**src/hw/rtl/rrd_pkg.sv**
```systemverilog
// Shared types and constants for the registry record decoder.
package rrd_pkg;

	localparam int unsigned HDR_LEN = 8;
	localparam int unsigned REC_LEN = 16;

	typedef enum logic [1:0] {
		STATUS_OK        = 2'd0,
		STATUS_SHORT     = 2'd1,
		STATUS_MALFORMED = 2'd2
	} status_t;

	typedef struct packed {
		logic        record_present;
		logic [63:0] entity_id;
		logic [63:0] factory_id;
		logic        buffer_done;
		status_t     status;
	} rrd_result_t;

endpackage

```
**src/hw/rtl/rrd_parser.sv**
```systemverilog
// Parser state and per-byte header and record checks.
module rrd_parser import rrd_pkg::*; #(
	parameter int unsigned MAX_RECORDS = 1048576
) (
	input  logic        clk,
	input  logic        arst_n,
	input  logic        step,
	input  logic [7:0]  data_byte,
	input  logic        is_last_byte,
	input  logic [31:0] expected_schema,
	output logic        res_valid,
	output rrd_result_t res
);

	localparam int unsigned CNT_W = $clog2(MAX_RECORDS + 1);
	localparam int unsigned POS_W = $clog2(16 * MAX_RECORDS + 9);

	logic [POS_W-1:0] pos_q;
	logic [55:0]      hdr_q;
	logic [CNT_W-1:0] cnt_q;
	logic [63:0]      ent_q;
	logic [63:0]      fac_q;
	logic [63:0]      prev_q;
	logic             have_prev_q;
	logic             err_q;

	logic [31:0]      count32;
	logic [CNT_W-1:0] cnt_eff;
	logic [POS_W-1:0] exp_len;
	logic [POS_W-1:0] end_len;
	logic [POS_W-1:0] pos_inc;
	logic [2:0]       lane;
	logic             in_hdr;
	logic             hdr_done;
	logic             hdr_bad;
	logic             overrun;
	logic             is_ent;
	logic             rec_end;
	logic             rec_bad;
	logic             err_now;
	logic             err_nx;
	logic             present;
	logic [63:0]      lane_val;
	logic [63:0]      ent_nx;
	logic [63:0]      fac_nx;

	always_comb begin
		lane     = pos_q[2:0];
		in_hdr   = (pos_q < POS_W'(HDR_LEN));
		hdr_done = (pos_q == POS_W'(HDR_LEN - 1));
		count32  = {data_byte, hdr_q[55:32]};
		hdr_bad  = (hdr_q[31:0] != expected_schema) || (count32 > 32'(MAX_RECORDS));
		// Expected length is 8 + 16 * count, which is the count with 4'b1000 below it.
		exp_len  = POS_W'({cnt_q, 4'b1000});
		overrun  = !in_hdr && (pos_q >= exp_len);
		// Records start at byte 8, so the offset inside a record is pos with bit 3 flipped.
		is_ent   = pos_q[3];
		lane_val = 64'(data_byte) << {lane, 3'b000};
		ent_nx   = is_ent ? (ent_q | lane_val) : ent_q;
		fac_nx   = is_ent ? fac_q : (fac_q | lane_val);
		rec_end  = !in_hdr && !overrun && (pos_q[3:0] == 4'd7);
		rec_bad  = (ent_nx == 64'd0) || (fac_nx == 64'd0) ||
		           (have_prev_q && (prev_q >= ent_nx));
		err_now  = (hdr_done && hdr_bad) || overrun || (rec_end && rec_bad);
		err_nx   = err_q || err_now;
		present  = !err_q && rec_end && !rec_bad;
		pos_inc  = pos_q + 1'b1;
		cnt_eff  = hdr_done ? count32[CNT_W-1:0] : cnt_q;
		end_len  = POS_W'({cnt_eff, 4'b1000});

		res.record_present = present;
		res.entity_id      = present ? ent_nx : 64'd0;
		res.factory_id     = present ? fac_nx : 64'd0;
		res.buffer_done    = is_last_byte;
		if (!is_last_byte) begin
			res.status = STATUS_OK;
		end else if (err_nx) begin
			res.status = STATUS_MALFORMED;
		end else if (pos_q < POS_W'(HDR_LEN - 1)) begin
			res.status = STATUS_SHORT;
		end else if (pos_inc == end_len) begin
			res.status = STATUS_OK;
		end else begin
			res.status = STATUS_MALFORMED;
		end
		res_valid = present || is_last_byte;
	end

	always_ff @(posedge clk or negedge arst_n) begin
		if (!arst_n) begin
			pos_q       <= '0;
			hdr_q       <= '0;
			cnt_q       <= '0;
			ent_q       <= '0;
			fac_q       <= '0;
			prev_q      <= '0;
			have_prev_q <= 1'b0;
			err_q       <= 1'b0;
		end else if (step) begin
			if (is_last_byte) begin
				pos_q       <= '0;
				hdr_q       <= '0;
				cnt_q       <= '0;
				ent_q       <= '0;
				fac_q       <= '0;
				prev_q      <= '0;
				have_prev_q <= 1'b0;
				err_q       <= 1'b0;
			end else if (!err_q) begin
				if (in_hdr) begin
					if (hdr_done) begin
						cnt_q <= count32[CNT_W-1:0];
					end else begin
						hdr_q <= hdr_q | lane_val[55:0];
					end
				end else if (!overrun) begin
					if (rec_end) begin
						ent_q <= '0;
						fac_q <= '0;
						if (!rec_bad) begin
							prev_q      <= ent_nx;
							have_prev_q <= 1'b1;
						end
					end else begin
						ent_q <= ent_nx;
						fac_q <= fac_nx;
					end
				end
				err_q <= err_now;
				if (!err_now) begin
					pos_q <= pos_inc;
				end
			end
		end
	end

endmodule

```
**src/hw/rtl/registry_record_decoder_unit.sv**
```systemverilog
// Top level of the registry record decoder: input register, parser and result register.
//
// The block takes a little-endian buffer one byte per request on the s_ channel,
// with s_tlast on the final byte. The header is a 32-bit schema word that must
// equal the configured schema version and a 32-bit record count that must not
// exceed MAX_RECORDS. Each 16-byte record is a 64-bit entity and a 64-bit factory.
// A record that passes its checks leaves on the m_ channel as it completes, and
// the final byte always gives one result with m_tlast high and the status in
// m_tuser. After an error the rest of the buffer is ignored until its final byte.
// A byte enters the input register, is parsed by the combinational parser logic
// once the result register can take its result, and that result is captured in
// the result register, which drives the m_ channel. One byte per cycle is taken
// while the receiver does not stall; the parser updates its state on each step.
// When the receiver stalls, the result register holds and an empty input register
// takes one more byte before s_tready falls. Reset clears all parser state and sets
// the schema version to 1. Write the version through cfg_we and cfg_wdata only while
// no buffer is in progress; the block itself does not enforce this.
module registry_record_decoder_unit import rrd_pkg::*; #(
	parameter int unsigned MAX_RECORDS = 1048576
) (
	input  logic         clk,
	input  logic         arst_n,
	input  logic         cfg_we,
	input  logic [31:0]  cfg_wdata,
	input  logic         s_tvalid,
	output logic         s_tready,
	input  logic [7:0]   s_tdata,   // [7:0] data_byte
	input  logic         s_tlast,   // is_last_byte
	output logic         m_tvalid,
	input  logic         m_tready,
	output logic [127:0] m_tdata,   // [63:0] entity_id, [127:64] factory_id
	output logic [2:0]   m_tuser,   // [0] record_present, [2:1] status
	output logic         m_tlast    // buffer_done
);

	logic [31:0] schema_q;
	logic        v_s1;
	logic [7:0]  byte_s1;
	logic        last_s1;
	logic        out_v_q;
	rrd_result_t out_q;
	logic        can_out;
	logic        step;
	logic        res_valid;
	rrd_result_t res;

	assign can_out  = !out_v_q || m_tready;
	assign step     = v_s1 && can_out;
	assign s_tready = !v_s1 || can_out;

	always_ff @(posedge clk or negedge arst_n) begin
		if (!arst_n) begin
			schema_q <= 32'd1;
		end else if (cfg_we) begin
			schema_q <= cfg_wdata;
		end
	end

	always_ff @(posedge clk or negedge arst_n) begin
		if (!arst_n) begin
			v_s1 <= 1'b0;
		end else if (s_tready) begin
			v_s1 <= s_tvalid;
		end
	end

	always_ff @(posedge clk) begin
		if (s_tready && s_tvalid) begin
			byte_s1 <= s_tdata;
			last_s1 <= s_tlast;
		end
	end

	rrd_parser #(
		.MAX_RECORDS(MAX_RECORDS)
	) u_parser (
		.clk            (clk),
		.arst_n         (arst_n),
		.step           (step),
		.data_byte      (byte_s1),
		.is_last_byte   (last_s1),
		.expected_schema(schema_q),
		.res_valid      (res_valid),
		.res            (res)
	);

	always_ff @(posedge clk or negedge arst_n) begin
		if (!arst_n) begin
			out_v_q <= 1'b0;
		end else if (can_out) begin
			out_v_q <= step && res_valid;
		end
	end

	always_ff @(posedge clk) begin
		if (step && res_valid) begin
			out_q <= res;
		end
	end

	assign m_tvalid = out_v_q;
	assign m_tdata  = {out_q.factory_id, out_q.entity_id};
	assign m_tuser  = {out_q.status, out_q.record_present};
	assign m_tlast  = out_q.buffer_done;

endmodule
```
**config.mk**
```make
export PLATFORM = sky130hd
export DESIGN_NAME = registry_record_decoder_unit
export DESIGN_NICKNAME = d
export VERILOG_FILES = /design/src/hw/rtl/rrd_pkg.sv /design/src/hw/rtl/rrd_parser.sv /design/src/hw/rtl/registry_record_decoder_unit.sv
export SDC_FILE = /design/constraint.sdc
export NUM_CORES = 1
export LEC_CHECK = 0
export BUFFER_PORTS_ARGS = -buffer_cell sky130_fd_sc_hd__clkbuf_2
export CAP_MARGIN = 20
export CORE_MARGIN = 5
export CORE_UTILIZATION = 50
export DETAILED_ROUTE_END_ITERATION = 6
export PLACE_DENSITY = 0.68
export RECOVER_POWER = 100
export SETUP_SLACK_MARGIN = 0.3
export SKIP_CTS_REPAIR_TIMING = 1
export SKIP_LAST_GASP = 1
export SLEW_MARGIN = 20
export SYNTH_ARGS = -nofsm -noshare
export SYNTH_HDL_FRONTEND = slang
export SYNTH_SLANG_ARGS = --single-unit
```
**constraint.sdc**
```tcl
create_clock -name clk -period 10.88 [get_ports clk]
set_input_delay 2.176 -clock clk [delete_from_list [all_inputs] [get_ports clk]]
set_output_delay 2.176 -clock clk [all_outputs]
set_load 0.02 [all_outputs]
```
==> results of run 1 <==
cells in the mapped netlist (10+ instances only):
master    instances  area [um^2]
a21o_1           21        157.7
a21oi_1         205         1026
a221oi_1         12        105.1
a22o_1           13        113.9
a22oi_1          10        75.07
a31oi_1          80        500.5
and3_1           11        68.82
buf_1            10        37.54
buf_2            25        125.1
buf_4            25        187.7
clkbuf_1        137        514.2
dfrtp_1         329         8233
edfxtp_1        141         4234
ha_1             86         1076
inv_1            36        135.1
mux2_2           34        382.9
nand2_1         197        739.5
nand3_1          34        170.2
nand4_1          50        312.8
nor2_1          269         1010
nor2b_1          16        100.1
nor3_1           15        75.07
nor3b_1          10        75.07
nor4_1           42        262.8
o211ai_1         74        555.5
o21ai_0         115        575.6
o22ai_1          21        131.4
o311ai_0         16        140.1
o311ai_1         52        455.4
o41ai_1          21        183.9
xnor2_1          14        122.6
xor2_1           37        324.1
state kept, by name, summed over array words and instances (netlist names), 8 cells and up:
name             cells
u_parser.fac_q      64
u_parser.prev_q     64
u_parser.cnt_q      21
schema_q            32
u_parser.pos_q      25
m_tdata            128
u_parser.ent_q      64
u_parser.hdr_q      56
byte_s1              8
power breakdown:
group | leakage, nW | total (W) | internal (W) | switching, W
Sequential | 5.70 | 0.00250 | 0.00218 | 0.000323
Clock | 0.873 | 0.00183 | 0.00110 | 0.000729
Combinational | 4.02 | 0.00217 | 0.000720 | 0.00145
Total | 10.6 | 0.00650 | 0.00400 | 0.00250
worst min-delay path, delay by kind of cell, from the launching register on:
family / cells / cell delay, ns
flip-flops: 1 / 0.34
AO/OA/AOI/OAI: 1 / 0.06
AND/OR/NAND/NOR: 1 / 0.04
cells by family after synthesis:
logic type / synth area share (%)
buffers and inverters: 4.422
AOI/OAI and AO/OA: 19.30
xor gates and xnor gates: 1.964
and+or+nand+nor: 14.77
muxes: 1.964
adders and majority gates: 4.566
DFF: 53.01
final timing paths:
check                              startpoint                   to  slack [ns]  depth (start not counted)
hold reg to reg            u_parser.ent_q[46]   u_parser.ent_q[46]        0.48                          2
max in group asynchronous              arst_n  u_parser.prev_q[59]        4.14                          1
hold / removal             u_parser.ent_q[46]   u_parser.ent_q[46]        0.48                          2
setup reg to reg            u_parser.pos_q[0]          m_tdata[44]        3.36                         13
setup / recovery                     m_tready    u_parser.hdr_q[5]        2.92                          9
min in group asynchronous              arst_n  u_parser.prev_q[26]        3.60                          1
stage by stage:
step                cells  setup WS [ns]  hold slack, ns  power (W)  util [%]
floorplan            2315          1.542          0.4244   0.003981         -
global placement     2941          5.116          0.4614   0.004617     53.10
detailed placement   2942          4.907          0.4709   0.004692     53.16
CTS                  3036          4.907          0.4848   0.006526     56.99
global route         3036          2.489          0.4982   0.006844     56.37
finish               3036          2.916          0.4826   0.006502     56.37
cell type report:
class                   instances  area (um^2)
fillers                      4045        20310
clock buffers                  67         1449
clock inverters                27        336.6
repair buffers                221         1028
multi-input cells            1606        10040
well taps                     607        759.5
inverters                      37        138.9
flip-flops and latches        471        12490
layer usage:
| layer | wire [um] | vias up | global-route usage (%) | part of all wire, % |
|---|---|---|---|---|
| met3 | 5753 | 153 | 4.797 | 8.0 |
| li1 | - | 8787 | - | - |
| met1 | 29710 | 9831 | 37.92 | 41 |
| met2 | 34140 | 897 | 43.36 | 47 |
| met4 | 2480 | 0 | 9.471 | 3.4 |
| met5 | 0 | - | 0 | 0 |
==> run_results.csv, run 1 <==
group,metric,value,unit
status,status,"complete, but fails checks",
status,violations,"capacitance limit, slew limit",
timing,fin_crit_sh,73.20,%
drt,drtIter0Drc,2246,
power,irDropWorstVdd,0.1495,mV
global_route,grt_pass1_vias,19070,
global_route,track_usage,27.17,%
setup_path,cp-end-kind,"flip-flop",
synth,synthCells,2315,
timing,tightest_slew,5.556,ns
timing,fin_crit,7.964,ns
setup_path,cp_max_fo,68,
timing,timing.fmax,125.6,MHz
run,max_cap_viol_count,11,
synth,synth_area,23570,um^2
drt,viasPerCell,6.478,
setup_path,path_cells,"clkbuf_1, nand2b_1, and2_0, o21ai_0, clkbuf_1, nor2_1, and3_1, a21oi_1, nor2_1",
min_path,hold_path_class,"reg -> reg",
synth,ys_ff_latch,471,
clocking,clk_pin_slew,0.06,ns
clocking,cts_sinks,471,
die,dieArea,51580,um^2
drt,ant_nets,0,
place,gp_congestion,0.9150,
drt,routed_wl,72080,um
drt,drc_errors,0,
clocking,insertion_delay,0.61,ns
setup_path,crit_slowest_cell,"clkbuf_1",
die,rows,79,
global_route,grt_overflow,0,
setup_path,critPathArrivalTime,8.42,ns
cells_and_area,syn_to_final_growth,11.36,%
die,io_pins,180,
clocking,cts_buffers,50,
die,die_x,227.1,um
setup_path,critPathLaunchType,"input pin",
synth,yosysUniqueCellTypes,86,
global_route,grt_max_degree,164,
cells_and_area,fin_area,26250,um^2
power,p_leak,10.59,nW
cells_and_area,layout-drive-gt1-share,9.263,%
timing,skew,0.03649,ns
synth,synth_flop_cell,"dfrtp_1",
setup_path,crit_family,"simple AND/OR/NAND/NOR gates",
drt,vias,19670,
synth,async_flop_share,70.06,%
drt,wl_per_cell,23.74,um
synth,yosys_warnings,0,
setup_path,crit_buf_inv,2,
timing,setup_viol_count_final,0,
place,dpl.hpwl,46880,um
timing,slew_violations,451,
die,core,46560,um^2
clocking,cts_tree,"yes",
setup_path,slowest_delay,2.61,ns
cells_and_area,nNetsFinal,2519,
global_route,grt_pass1_wl,111300,um
synth,synth_nets,2447,
synth,synth_seq_area_share,53.01,%
place,io_buffers,179,
die,die_h,227.1,um
timing,final_hold_viol_count,0,
timing,rsz0062_at_grt,"false",
timing,max_slew_margin,-270.4,%
drt,dr.pass1.iters,6,
die,initial_core_util,50.62,%
synth,avgSynthCellArea,10.18,um^2
clocking,cts_max_path_buffers,3,
global_route,antenna_found_initial,1,
setup_path,crit_type,"in -> reg",
clocking,cts_root_buf,"clkbuf_16",
clocking,htreeDepth,2,
cells_and_area,n_antenna_cell,0,
cells_and_area,mostFrequentLayoutCells,"328 x dfrtp_1, 266 x nor2_1, 205 x a21oi_1",
cells_and_area,layout_commonest_cell,"dfrtp_1",
place,place_area,24750,um^2
setup_path,worstPathRequired,11.34,ns
power,power.density,247.8,nW/um^2
synth,synth_edf_count,141,
timing,fin_setup_tns,0,ns
(Power assumes the default switching activity.)
==> inputs of run 2 (changes only) <==
- PLACE_DENSITY: 0.68 -> 0.71
- clock period: 10.88 -> 6.45 ns (I/O delays scaled with it)
==> run_results.csv, run 2 (synthesis results as in run 1) <==
group,metric,value,unit
status,status,"complete, but fails checks",
status,violations,"capacitance limit, slew limit",
die,rows,79,
clocking,cts_tree,"yes",
timing,skew,0.02270,ns
clocking,insertion_delay,0.60,ns
setup_path,path_cells,"nor2b_1, a31oi_1, ha_1, a211oi_1, o211ai_1, o22ai_1, o211ai_1, a22oi_1, and4_1, a21oi_1, nor2_4, clkbuf_4",
global_route,busiest_layer,"met2",
setup_path,cp-end-kind,"flip-flop",
min_path,hold_path_class,"reg -> reg",
setup_path,worstPathRequired,6.64,ns
cells_and_area,n_antenna_cell,0,
clocking,cts_max_path_buffers,3,
die,io_pins,180,
timing,setup_viol_count_final,0,
power,seqPwrFrac,39.4,%
setup_path,slowest_delay,0.97,ns
setup_path,critPathArrivalTime,5.81,ns
power,clockPowerShare,26.5,%
place,io_buffers,179,
global_route,grt_pass1_vias,19210,
clocking,cts_buffers,50,
timing,tightest_slew,4.218,ns
power,p_switching,0.004195,W
drt,viasPerCell,6.548,
die,initial_core_util,50.62,%
global_route,grt_overflow,0,
clocking,clk_pin_slew,0.06,ns
power,swShare,39.01,%
global_route,grt_util_met1,38.14,%
cells_and_area,mostFrequentLayoutCells,"328 x dfrtp_1, 266 x nor2_1, 205 x a21oi_1",
timing,fin_setup_tns,0,ns
power,power,0.01075,W
clocking,htreeDepth,2,
power,p_int,0.006558,W
timing,timing.fmax,178.0,MHz
drt,drtIter0Drc,2341,
setup_path,crit_buf_inv,1,
run,max_cap_viol_count,6,
place,gp_congestion,0.9141,
timing,fin_crit,5.618,ns
drt,ant_nets,0,
drt,drc_errors,0,
cells_and_area,layout-drive-gt1-share,9.762,%
place,dpl.hpwl,46470,um
clocking,cts_sinks,471,
place,place_area,24820,um^2
drt,routed_wl,71270,um
power,irDropWorstVdd,0.2919,mV
global_route,grtUsageMet3,4.165,%
timing,final_hold_viol_count,0,
die,die_x,227.1,um
setup_path,critPathLaunchType,"flip-flop",
global_route,grt_pass1_wl,111500,um
cells_and_area,syn_to_final_growth,11.23,%
setup_path,crit_type,"reg -> reg",
clocking,cts_root_buf,"clkbuf_16",
global_route,grt_max_degree,183,
die,dieArea,51580,um^2
cells_and_area,largest_register_ffs,128,
drt,wl_per_cell,23.41,um
drt,dr.pass1.iters,6,
power,power.density,410.2,nW/um^2
setup_path,crit_top_cell,"o211ai_1",
die,die_h,227.1,um
power,combPwrFrac,34.1,%
setup_path,crit_family,"compound AO/OA/AOI/OAI gates",
setup_path,cp_max_fo,87,
global_route,track_usage,27.05,%
cells_and_area,layout_commonest_cell,"dfrtp_1",
timing,max_slew_margin,-181.2,%
global_route,antenna_found_initial,1,
timing,slew_violations,203,
setup_path,crit_slowest_cell,"dfrtp_1",
timing,fin_crit_sh,87.09,%
die,core,46560,um^2
timing,rsz0062_at_grt,"false",
cells_and_area,fin_area,26220,um^2
power,p_leak,10.60,nW
drt,vias,19940,
global_route,grt.met2_usage,43.54,%
cells_and_area,nNetsFinal,2529,
run 2: power by group through the flow:
stage	registers, W	clock network (W)	logic (W)
detailed placement	0.00425	0	0.00366
global placement	0.00422	0	0.00357
CTS	0.00420	0.00290	0.00368
global route	0.00430	0.00302	0.00403
floorplan	0.00414	0	0.00257
finish	0.00423	0.00285	0.00367
run 2: path summary, 6_finish.rpt:
| check | cells past startpoint | start | slack (ns) | to |
|---|---|---|---|---|
| hold reg to reg | 2 | u_parser.fac_q[51] | 0.48 | u_parser.fac_q[51] |
| setup / recovery | 12 | u_parser.pos_q[2] | 0.83 | m_tdata[90] |
| hold / removal | 2 | u_parser.fac_q[51] | 0.48 | u_parser.fac_q[51] |
| max in group asynchronous | 1 | arst_n | 1.56 | u_parser.pos_q[1] |
| min in group asynchronous | 1 | arst_n | 2.17 | u_parser.prev_q[24] |
| setup reg to reg | 12 | u_parser.pos_q[2] | 0.83 | m_tdata[90] |
run 2: area by class of cell:
type,count,area (um^2)
clock buffer,77,1504
clock inverter,16,122.6
fill,3993,20340
inverter,37,138.9
multi-input combinational,1606,10050
sequential,471,12490
tap,607,759.5
timing repair buffer,231,1144
run 2: through the flow:
stage	hold slack (ns)	utilization, %	instances	setup slack [ns]
floorplan	0.4244	-	2315	0.9718
global placement	0.4631	53.27	2950	1.360
detailed placement	0.4714	53.31	2951	1.199
CTS	0.4854	56.81	3044	1.158
global route	0.4991	56.31	3045	0.4943
finish	0.4831	56.31	3045	0.8324
run 2: worst min-delay path: stages (launching register included):
cell and delay, ns:
dfrtp_1 0.34, nand2_1 0.04, o21ai_0 0.06
run 2: routing by layer:
layer	vias up	wire length, um
met4	2	2451
met2	962	34060
li1	8810	-
met3	170	5549
met5	-	11
met1	9995	29200
==> inputs of run 3 (changes only) <==
- CORE_UTILIZATION: 50 -> 45
- PLACE_DENSITY: 0.71 -> unset
==> run_results.csv, run 3 (synthesis results as in run 1) <==
group,metric,value,unit
status,status,"complete, but fails checks",
status,violations,"capacitance limit, slew limit",
power,p_leak,10.69,nW
global_route,grt_util_met1,35.07,%
clocking,clk_pin_slew,0.06,ns
drt,viasPerCell,6.182,
die,die_x,238.9,um
clocking,cts_max_path_buffers,3,
die,rows,83,
setup_path,worstPathRequired,6.87,ns
timing,setup_viol_count_final,0,
global_route,antenna_found_initial,4,
clocking,cts_sinks,471,
timing,rsz0062_at_grt,"false",
timing,fin_ws,0.5486,ns
drt,drtIter0Drc,1933,
global_route,grt_pass1_wl,113000,um
cells_and_area,nNetsFinal,2540,
setup_path,crit_type,"reg -> reg",
cells_and_area,n_antenna_cell,0,
global_route,grt_pass1_vias,18800,
clocking,cts_tree,"yes",
power,irDropWorstVdd,0.2256,mV
clocking,cts_root_buf,"clkbuf_16",
timing,max_slew_margin,-162.9,%
die,core,51610,um^2
drt,routed_wl,72700,um
setup_path,cp_max_fo,87,
run,max_cap_viol_count,9,
timing,skew,0.03207,ns
die,dieArea,57050,um^2
die,io_pins,180,
global_route,grt.met2_usage,39.15,%
timing,slew_violations,442,
global_route,grt_overflow,0,
timing,final_hold_viol_count,0,
setup_path,critPathLaunchType,"flip-flop",
cells_and_area,layout_commonest_cell,"dfrtp_1",
timing,hold_ws,0.4819,ns
cells_and_area,final_util,51.36,%
cells_and_area,final_cells,3131,
global_route,busiest_layer,"met2",
place,io_buffers,179,
clocking,cts_buffers,51,
drt,ant_nets,0,
place,gp_congestion,0.9110,
timing,fin_crit_sh,91.49,%
drt,drc_errors,0,
setup_path,cp-end-kind,"flip-flop",
cells_and_area,syn_to_final_growth,12.49,%
die,die_h,238.9,um
clocking,htreeDepth,2,
drt,wl_per_cell,23.22,um
place,dpl.hpwl,47300,um
timing,fin_setup_tns,0,ns
cells_and_area,largest_register_ffs,128,
clocking,insertion_delay,0.61,ns
global_route,grtUsageMet3,4.672,%
cells_and_area,layout-drive-gt1-share,10.12,%
min_path,hold_path_class,"reg -> reg",
drt,vias,19360,
die,initial_core_util,45.66,%
timing,timing.fmax,169.5,MHz
global_route,grt_max_degree,120,
drt,dr.pass1.iters,5,
timing,fin_crit,5.901,ns
place,pre_cts_ws,1.051,ns
setup_path,critPathArrivalTime,6.32,ns
power,power.density,412.1,nW/um^2
global_route,track_usage,24.83,%
place,placedCellCount,3034,
cells_and_area,mostFrequentLayoutCells,"329 x dfrtp_1, 266 x nor2_1, 205 x a21oi_1",
timing,tightest_slew,3.943,ns
run 3: worst paths after layout:
| kind | to | depth (start not counted) | slack, ns | from |
|---|---|---|---|---|
| setup reg to reg | m_tdata[95] | 12 | 0.55 | u_parser.pos_q[3] |
| max in group asynchronous | u_parser.ent_q[21] | 3 | 1.58 | arst_n |
| min in group asynchronous | u_parser.prev_q[19] | 1 | 1.17 | arst_n |
| hold / removal | u_parser.ent_q[28] | 2 | 0.48 | u_parser.ent_q[28] |
| hold reg to reg | u_parser.ent_q[28] | 2 | 0.48 | u_parser.ent_q[28] |
| setup / recovery | m_tdata[95] | 12 | 0.55 | u_parser.pos_q[3] |
run 3: final cells by class:
type                       count  area, um^2
fill                        4734       25100
sequential                   471       12490
multi-input combinational   1606       10060
clock buffer                  69        1425
timing repair buffer         241        1236
tap                          680       850.8
clock inverter                27       309.0
inverter                      37       138.9
run 3: per-layer routing:
metal / routed length [um] / vias to the layer above
met4: 2265 / 2
met3: 4952 / 133
met5: 13 / -
met1: 31290 / 9661
li1: - / 8828
met2: 34180 / 731
run 3: report_power, final:
part           internal, W  total (W)  switching (W)
sequential         0.00368    0.00420       0.000518
clock              0.00179    0.00303        0.00124
combinational      0.00125    0.00370        0.00244
total              0.00672     0.0109        0.00420
run 3: worst max-delay path, cell delays in order, from the launching register on:
cell       delay [ns]
dfrtp_1          0.75
and2_1           0.87
a21oi_1          0.33
ha_1             0.40
a21oi_1          0.15
o21ai_0          0.11
a221oi_1         0.37
o2111ai_1        0.22
o21ai_0          0.31
and4_1           0.39
nand3_2          0.89
buf_12           0.56
nor2_1           0.24
run 3: stage by stage:
stage | total power, W | cell area [um^2]
finish | 0.01092 | 26510
global route | 0.01156 | 26510
CTS | 0.01100 | 26760
detailed placement | 0.007935 | 25020
global placement | 0.007850 | 25020
floorplan | 0.006702 | 23580
